[config.mk]
export PLATFORM = sky130hd
export DESIGN_NAME = rational_continued_fraction
export DESIGN_NICKNAME = d
export VERILOG_FILES = /design/src/hdl/cfe_pkg.sv /design/src/hdl/cfe_div.sv /design/src/hdl/cfe_mac.sv /design/src/hdl/rational_continued_fraction.sv
export SDC_FILE = /design/constraint.sdc
export NUM_CORES = 2
export LEC_CHECK = 0
export BUFFER_PORTS_ARGS = -buffer_cell sky130_fd_sc_hd__buf_4
export CAP_MARGIN = 10
export CORE_UTILIZATION = 50
export CTS_CLUSTER_DIAMETER = 50
export DETAILED_ROUTE_END_ITERATION = 7
export PLACE_DENSITY = 0.67
export SLEW_MARGIN = 30
export SYNTH_ARGS = -nofsm -noshare
export SYNTH_HDL_FRONTEND = slang
export SYNTH_SLANG_ARGS = --single-unit
[constraint.sdc]
create_clock -name clk -period 20.6 [get_ports clk]
set_input_delay 2.06 -clock clk [delete_from_list [all_inputs] [get_ports clk]]
set_output_delay 2.06 -clock clk [all_outputs]
set_load 0.1 [all_outputs]
[src/hdl/cfe_pkg.sv]
// Package for the continued-fraction block: widths, limits and FSM type.
// No dependencies.
package cfe_pkg;
	localparam int WIDTH     = 32;            // signed range of a convergent
	localparam int DATA_W    = 32;            // field width
	localparam int MPLIER_W  = DATA_W + 1;    // partial quotient with headroom
	localparam int MAX_ITEMS = 48;
	localparam int CNT_W     = 6;

	typedef enum logic [3:0] {
		ST_IDLE = 4'b0001,
		ST_DIV  = 4'b0010,
		ST_MUL  = 4'b0100,
		ST_EMIT = 4'b1000
	} state_t;
endpackage

[src/hdl/cfe_div.sv]
// Bit-serial restoring divider: unsigned quotient and remainder, one bit a cycle.
// Depends on cfe_pkg.
module cfe_div import cfe_pkg::*; (
	input  logic              clk,
	input  logic              arst_n,
	input  logic              start,
	input  logic [DATA_W-1:0] dividend,
	input  logic [DATA_W-1:0] divisor,
	output logic              done,
	output logic [DATA_W-1:0] quot,
	output logic [DATA_W-1:0] rmd
);
	logic              busy_q, done_q;
	logic [CNT_W-1:0]  cnt_q;
	logic [DATA_W-1:0] dq_q, rem_q, dvs_q;
	logic [DATA_W:0]   shifted, diff;
	logic              ge;

	// shift one dividend bit into the partial remainder, trial-subtract
	assign shifted = {rem_q, dq_q[DATA_W-1]};
	assign diff    = shifted - {1'b0, dvs_q};
	assign ge      = shifted >= {1'b0, dvs_q};

	always_ff @(posedge clk or negedge arst_n) begin
		if (!arst_n) begin
			busy_q <= 1'b0;
			done_q <= 1'b0;
			cnt_q  <= '0;
		end else begin
			done_q <= 1'b0;
			if (start) begin
				busy_q <= 1'b1;
				cnt_q  <= '0;
			end else if (busy_q) begin
				cnt_q <= cnt_q + 1'b1;
				if (cnt_q == CNT_W'(DATA_W - 1)) begin
					busy_q <= 1'b0;
					done_q <= 1'b1;
				end
			end
		end
	end

	always_ff @(posedge clk) begin
		if (start) begin
			dq_q  <= dividend;
			rem_q <= '0;
			dvs_q <= divisor;
		end else if (busy_q) begin
			dq_q  <= {dq_q[DATA_W-2:0], ge};
			rem_q <= ge ? diff[DATA_W-1:0] : shifted[DATA_W-1:0];
		end
	end

	assign done = done_q;
	assign quot = dq_q;
	assign rmd  = rem_q;
endmodule

[src/hdl/cfe_mac.sv]
// Bit-serial signed multiply-add: res = mplier * mcand + addend, with range check.
// Depends on cfe_pkg.
module cfe_mac import cfe_pkg::*; (
	input  logic                clk,
	input  logic                arst_n,
	input  logic                start,
	input  logic [MPLIER_W-1:0] mplier,
	input  logic [DATA_W-1:0]   mcand,
	input  logic [DATA_W-1:0]   addend,
	output logic                done,
	output logic [DATA_W-1:0]   res,
	output logic                fits
);
	localparam int HI_W   = DATA_W + 2;
	localparam int PROD_W = HI_W + MPLIER_W;

	logic                busy_q, done_q;
	logic [CNT_W-1:0]    cnt_q;
	logic [HI_W-1:0]     hi_q;
	logic [MPLIER_W-1:0] lo_q;
	logic [DATA_W-1:0]   m_q, add_q;
	logic [HI_W:0]       ext_m, part, sum;
	logic [PROD_W-1:0]   full;

	assign ext_m = {{(HI_W + 1 - DATA_W){m_q[DATA_W-1]}}, m_q};
	// top multiplier bit carries negative weight
	always_comb begin
		if (!lo_q[0])
			part = '0;
		else if (cnt_q == CNT_W'(MPLIER_W - 1))
			part = -ext_m;
		else
			part = ext_m;
	end
	assign sum = {hi_q[HI_W-1], hi_q} + part;

	always_ff @(posedge clk or negedge arst_n) begin
		if (!arst_n) begin
			busy_q <= 1'b0;
			done_q <= 1'b0;
			cnt_q  <= '0;
		end else begin
			done_q <= 1'b0;
			if (start) begin
				busy_q <= 1'b1;
				cnt_q  <= '0;
			end else if (busy_q) begin
				cnt_q <= cnt_q + 1'b1;
				if (cnt_q == CNT_W'(MPLIER_W - 1)) begin
					busy_q <= 1'b0;
					done_q <= 1'b1;
				end
			end
		end
	end

	always_ff @(posedge clk) begin
		if (start) begin
			hi_q  <= '0;
			lo_q  <= mplier;
			m_q   <= mcand;
			add_q <= addend;
		end else if (busy_q) begin
			hi_q <= sum[HI_W:1];
			lo_q <= {sum[0], lo_q[MPLIER_W-1:1]};
		end
	end

	assign full = {hi_q, lo_q} + {{(PROD_W - DATA_W){add_q[DATA_W-1]}}, add_q};
	assign fits = (&full[PROD_W-1:WIDTH-1]) | ~(|full[PROD_W-1:WIDTH-1]);
	assign res  = full[DATA_W-1:0];
	assign done = done_q;
endmodule

[src/hdl/rational_continued_fraction.sv]
// Continued-fraction expansion of p/q with convergents, one result per term.
// Per term: a serial divide, then a serial multiply-add for the convergents, then an
// emit that waits for the output to be free; the multiply-add is skipped once tracking
// has dropped. A zero denominator goes straight to emit with a single error result.
// Throughput: one request at a time, up to 48 terms; in_ready returns after the last emit.
// Reset: arst_n clears the FSM, counters and output valid asynchronously.
module rational_continued_fraction import cfe_pkg::*; (
	input  logic              clk,
	input  logic              arst_n,
	input  logic              in_valid,
	output logic              in_ready,
	input  logic [DATA_W-1:0] numerator,
	input  logic [DATA_W-1:0] denominator,
	output logic              out_valid,
	input  logic              out_ready,
	output logic [DATA_W-1:0] term,
	output logic [DATA_W-1:0] conv_num,
	output logic [DATA_W-2:0] conv_den,
	output logic              conv_valid,
	output logic              div_zero,
	output logic              last
);
	state_t state_q;

	// Euclid remainders: rem_num_q may be negative only on the first step
	logic [MPLIER_W-1:0] rem_num_q;
	logic [DATA_W-1:0]   rem_den_q;
	logic [MPLIER_W-1:0] a_q;
	logic [DATA_W-1:0]   r_q;
	// convergent recurrence: h_{i-1}, h_{i-2}, k_{i-1}, k_{i-2}
	logic [DATA_W-1:0]   hp1_q, hp2_q, kp1_q, kp2_q;
	logic                conv_ok_q, dz_q;
	logic [CNT_W-1:0]    cnt_q;

	// output register
	logic                out_valid_q, conv_valid_q, div_zero_q, last_q;
	logic [DATA_W-1:0]   term_q, conv_num_q;
	logic [DATA_W-2:0]   conv_den_q;

	logic                accept, out_free, emit;
	logic [MPLIER_W-1:0] p_ext, p_fix;
	logic [DATA_W-1:0]   q_fix;
	logic                div_start, div_done;
	logic [DATA_W-1:0]   div_dvd, div_dvs, div_quot, div_rmd;
	logic [MPLIER_W-1:0] a_nxt;
	logic [DATA_W-1:0]   r_nxt;
	logic                mac_start, h_done, k_done, h_fits, k_fits;
	logic [DATA_W-1:0]   h_res, k_res;
	logic                conv_keep, run_end;
	logic [CNT_W-1:0]    cnt_nxt;

	assign in_ready = (state_q == ST_IDLE);
	assign accept   = in_valid & in_ready;
	assign out_free = ~out_valid_q | out_ready;
	assign emit     = (state_q == ST_EMIT) & out_free;

	// move the sign into the numerator so the denominator is positive
	assign p_ext = {numerator[DATA_W-1], numerator};
	assign p_fix = denominator[DATA_W-1] ? -p_ext : p_ext;
	assign q_fix = denominator[DATA_W-1] ? -denominator : denominator;

	// start the divider on the first term of a request or on each further term
	always_comb begin
		div_dvd   = p_fix[MPLIER_W-1] ? DATA_W'(-p_fix) : p_fix[DATA_W-1:0];
		div_dvs   = q_fix;
		div_start = 1'b0;
		if (accept && denominator != '0)
			div_start = 1'b1;
		if (emit && !dz_q && !run_end) begin
			div_start = 1'b1;
			div_dvd   = rem_den_q;
			div_dvs   = r_q;
		end
	end

	cfe_div u_div (
		.clk      (clk),
		.arst_n   (arst_n),
		.start    (div_start),
		.dividend (div_dvd),
		.divisor  (div_dvs),
		.done     (div_done),
		.quot     (div_quot),
		.rmd      (div_rmd)
	);

	// floor correction for a negative dividend
	always_comb begin
		if (!rem_num_q[MPLIER_W-1]) begin
			a_nxt = {1'b0, div_quot};
			r_nxt = div_rmd;
		end else if (div_rmd == '0) begin
			a_nxt = -{1'b0, div_quot};
			r_nxt = '0;
		end else begin
			a_nxt = ~{1'b0, div_quot};
			r_nxt = rem_den_q - div_rmd;
		end
	end

	// skip the multiply-add once a convergent has overflowed
	assign mac_start = (state_q == ST_DIV) & div_done & conv_ok_q;

	cfe_mac u_mac_h (
		.clk    (clk),
		.arst_n (arst_n),
		.start  (mac_start),
		.mplier (a_nxt),
		.mcand  (hp1_q),
		.addend (hp2_q),
		.done   (h_done),
		.res    (h_res),
		.fits   (h_fits)
	);

	cfe_mac u_mac_k (
		.clk    (clk),
		.arst_n (arst_n),
		.start  (mac_start),
		.mplier (a_nxt),
		.mcand  (kp1_q),
		.addend (kp2_q),
		.done   (k_done),
		.res    (k_res),
		.fits   (k_fits)
	);

	assign conv_keep = conv_ok_q & h_fits & k_fits;
	assign cnt_nxt   = cnt_q + 1'b1;
	assign run_end   = (r_q == '0) | (cnt_nxt >= CNT_W'(MAX_ITEMS));

	always_ff @(posedge clk or negedge arst_n) begin
		if (!arst_n) begin
			state_q     <= ST_IDLE;
			conv_ok_q   <= 1'b1;
			dz_q        <= 1'b0;
			cnt_q       <= '0;
			out_valid_q <= 1'b0;
		end else begin
			// hold the result until it is taken
			if (emit)
				out_valid_q <= 1'b1;
			else if (out_ready)
				out_valid_q <= 1'b0;
			unique case (state_q)
				ST_IDLE: begin
					if (accept) begin
						conv_ok_q <= 1'b1;
						cnt_q     <= '0;
						dz_q      <= (denominator == '0);
						state_q   <= (denominator == '0) ? ST_EMIT : ST_DIV;
					end
				end
				ST_DIV: begin
					if (div_done)
						state_q <= conv_ok_q ? ST_MUL : ST_EMIT;
				end
				ST_MUL: begin
					if (h_done && k_done)
						state_q <= ST_EMIT;
				end
				ST_EMIT: begin
					if (out_free) begin
						cnt_q <= cnt_nxt;
						// drop convergent tracking for the rest of the run on overflow
						if (!dz_q && !conv_keep)
							conv_ok_q <= 1'b0;
						state_q <= (dz_q || run_end) ? ST_IDLE : ST_DIV;
					end
				end
				default: state_q <= ST_IDLE;
			endcase
		end
	end

	// datapath registers
	always_ff @(posedge clk) begin
		if (accept) begin
			rem_num_q <= p_fix;
			rem_den_q <= q_fix;
			hp1_q     <= DATA_W'(1);
			hp2_q     <= '0;
			kp1_q     <= '0;
			kp2_q     <= DATA_W'(1);
		end
		if (state_q == ST_DIV && div_done) begin
			a_q <= a_nxt;
			r_q <= r_nxt;
		end
		if (emit) begin
			// advance the remainders and hold the new convergent if it fits
			rem_num_q <= {1'b0, rem_den_q};
			rem_den_q <= r_q;
			if (conv_keep) begin
				hp2_q <= hp1_q;
				hp1_q <= h_res;
				kp2_q <= kp1_q;
				kp1_q <= k_res;
			end
			if (dz_q) begin
				term_q       <= '0;
				conv_num_q   <= '0;
				conv_den_q   <= '0;
				conv_valid_q <= 1'b0;
				div_zero_q   <= 1'b1;
				last_q       <= 1'b1;
			end else begin
				term_q       <= a_q[DATA_W-1:0];
				conv_num_q   <= conv_keep ? h_res : '0;
				conv_den_q   <= conv_keep ? k_res[DATA_W-2:0] : '0;
				conv_valid_q <= conv_keep;
				div_zero_q   <= 1'b0;
				last_q       <= run_end;
			end
		end
	end

	assign out_valid  = out_valid_q;
	assign term       = term_q;
	assign conv_num   = conv_num_q;
	assign conv_den   = conv_den_q;
	assign conv_valid = conv_valid_q;
	assign div_zero   = div_zero_q;
	assign last       = last_q;
endmodule

==> results.txt <==
fin util = 0.5610
first-pass detailed-route iteration total = 5
clk slew on worst S/H paths = 0.06 ns
TritonCTS clock tree = yes
CTS Hold Buffers Added = 0
DRC Markers = 0
GRT overflow = 0
Critical R2R Capture = kp2_q[0]
Sink Count = 718
Synth top area share = 0.2911
Yosys warnings = 0
layout cells sized above 1 = 0.09334
crit path cell chain = ha_1, fa_1, a211oi_1, o211ai_1, a211oi_1, o31ai_2, a31o_2, a31oi_1, nor2_1, or3_1, xor2_1, nand4b_1, or4_1, nor4b_1, o211ai_2, nor2_4, buf_12, mux2_1
Fmax = 146.6 MHz
hold depth = 0
critical path class = reg -> reg
vias in the first global route = 35450
starting density of the core = 0.5064
RSZ-0062 raised after global routing = false
Final Max Tran Viols = 0
Post-synth EDFFs = 452
area grow syn2layout = 10.79%
Async S/R FF share, synth = 0.05153
slew margin rel. = 0.3427
Final nets = 5469
most used cell, CP = a211oi_1
fillcell total = 8169
outcome = complete, no violations
Final min period = 6.821 ns
die extent in x = 307.4 microns
Detailed Place HPWL = 99180 microns
Syn Area/Cell = 9.232 sq um
Max rail drop VDD = 71.75 uV
Post-Synthesis Cell Area = 0.04663 sq mm
worst r2r src = u_mac_k.lo_q[0]
syn_nets = 5399
ANT nets after route = 0
initial antenna violation count = 2
Yosys reg bits = 718
gpl congestion = 0.9482
core area = 0.09208 sq mm
top_reg_cell synth = edfxtp_1
CP Depth = 18
depth of the most critical reg-to-reg path = 18
crit path launch type = register
Worst path top cell family by delay = compound AO/OA/AOI/OAI gates
max cap viols = 0
largest net degree at the start of global routing = 129
DR iter-0 viols = 2922
post-synthesis sequential area ratio = 0.4093
WL per Instance = 20.29 microns
Vias = 37660
die height = 307.4 microns
Ports = 168
crit path DAT = 7.38 ns
port buffer count = 167
total track usage = 0.2725
Synth area leaders = edfxtp_1, dfxtp_1, ha_1, a21oi_1, mux2i_1
power density cells = 61.17 mW/mm^2
Hold Crit Class = reg -> reg
Synth top cells by count = nand2_1, nor2_1, edfxtp_1, a21oi_1, ha_1
leak pwr = 22.05 nW
H-tree levels = 3
first-pass GRT wire length = 201600 microns
drt total wl = 130700 microns
reg2reg setup slack = 13.78 ns
post-cts sizing count = 0
Critical Path Fanout Max = 128
setup violators final = 0
CP Buf/Inv Count = 1
Fin. Hold Viols = 0
WP data required = 21.16 ns
post-synthesis cell type count = 104
drt via density = 5.847
Setup Fix Bufs, Post-CTS = 0
die area = 0.09449 sq mm
sum of negative setup slack = 0 ns
Clock Skews = 0.05411 ns
Final period util = 0.3311
HP Start = kp2_q[1]
CP max stage cell = edfxtp_1
Slew @ Worst Pin = 0.9859 ns
Worst-Skew Late Latency = 0.68 ns
TritonCTS Buffers = 87
num rows = 111
Cells after Synth = 5051
clk buf depth = 3
clock root buffer = clkbuf_16
top-count cell post-synth = nand2_1
hold endpoint = u_mac_k.add_q[1]
leading area contributor after synthesis = edfxtp_1
critical path endpoint category = register
Max stage delay on crit path = 0.73 ns
## kinds of logic (layout without fill, tap and decap cells)
family          Yosys count  in the layout  share of synthesized area
xor+xnor                398            398                    0.07475
other cells               0              1                          0
compound gates         1325           1325                     0.1806
mux                     199            199                    0.04290
fa+ha+maj               280            280                    0.07610
flops                   718            718                     0.4093
simple gates           1687           1687                     0.1754
buf+inv                 444            589                    0.04100
## where the power goes
part | leakage, nW | switching [mW] | internal, mW
Sequential | 6.12 | 0.0000000000000000174 | 1.52
Clock | 1.45 | 0.653 | 0.918
Combinational | 14.5 | 0.0424 | 0.0303
Total | 22.0 | 0.696 | 2.46
## worst max-delay path by stage
stage	startpoint	to
finish	u_mac_k.lo_q[0]	kp2_q[0]
floorplan	state_q[0]	u_mac_h.add_q[0]
global route	u_mac_k.lo_q[0]	kp2_q[0]
CTS	u_mac_k.lo_q[0]	kp2_q[0]
detailed placement	u_mac_k.lo_q[0]	kp2_q[0]
global placement	u_mac_k.lo_q[0]	kp2_q[0]
## flip-flops by register name, indices dropped and copies added, names as in the netlist, 33 cells and up
register	cells
u_mac_k.hi_q	34
u_mac_h.hi_q	34
u_mac_k.lo_q	33
u_mac_h.lo_q	33
## stage by stage
| stage | hold WS [ns] | power, mW | instance area [sq um] | setup slack, ns | std cells |
|---|---|---|---|---|---|
| floorplan | 0.3995 | 1.588 | 46630 | 13.07 | 5051 |
| global placement | 0.4053 | 1.618 | 48650 | 13.96 | 6274 |
| detailed placement | 0.4103 | 1.618 | 48670 | 13.82 | 6275 |
| CTS | 0.4265 | 3.186 | 51660 | 13.79 | 6439 |
| global route | 0.4369 | 3.249 | 51660 | 13.43 | 6439 |
| finish | 0.4196 | 3.160 | 51660 | 13.78 | 6440 |
## per-layer routing
metal,up-vias,global-route usage,routed length [microns]
met4,2,0.1255,6262
li1,18480,-,-
met5,-,0,10
met3,241,0.03241,6582
met2,1105,0.4476,60990
met1,17830,0.3592,56850
## area by class of cell
type	count	area (sq um)	area share
Multi-Input combinational cell	3889	25650	0.4966
Sequential cell	718	19090	0.3695
Antenna cell	1	2.502	0.00004844
Timing Repair Buffer	198	1511	0.02926
Clock inverter	49	610.6	0.01182
Inverter	227	862.1	0.01669
Clock buffer	115	2374	0.04594
Tap cell	1243	1555	0.03010
## layout by cell type (no fill, tap or decap), drive strengths merged, types with 26 or more instances in the layout
master	n
a211oi	57
a21o	114
a21oi	420
a31oi	39
and2	84
and3	34
buf	198
clkbuf	115
clkinv	28
dfrtp	35
dfxtp	229
edfxtp	452
ha	274
inv	238
mux2i	192
nand2	466
nand2b	61
nand3	74
nand4	74
nor2	501
nor2b	66
nor3	106
nor4	40
o211ai	29
o21a	107
o21ai	270
o21bai	48
o22ai	28
o31ai	66
or2	55
or3	49
or4	26
xnor2	217
xor2	181
No activity file was read; power rests on OpenSTA's default activity.
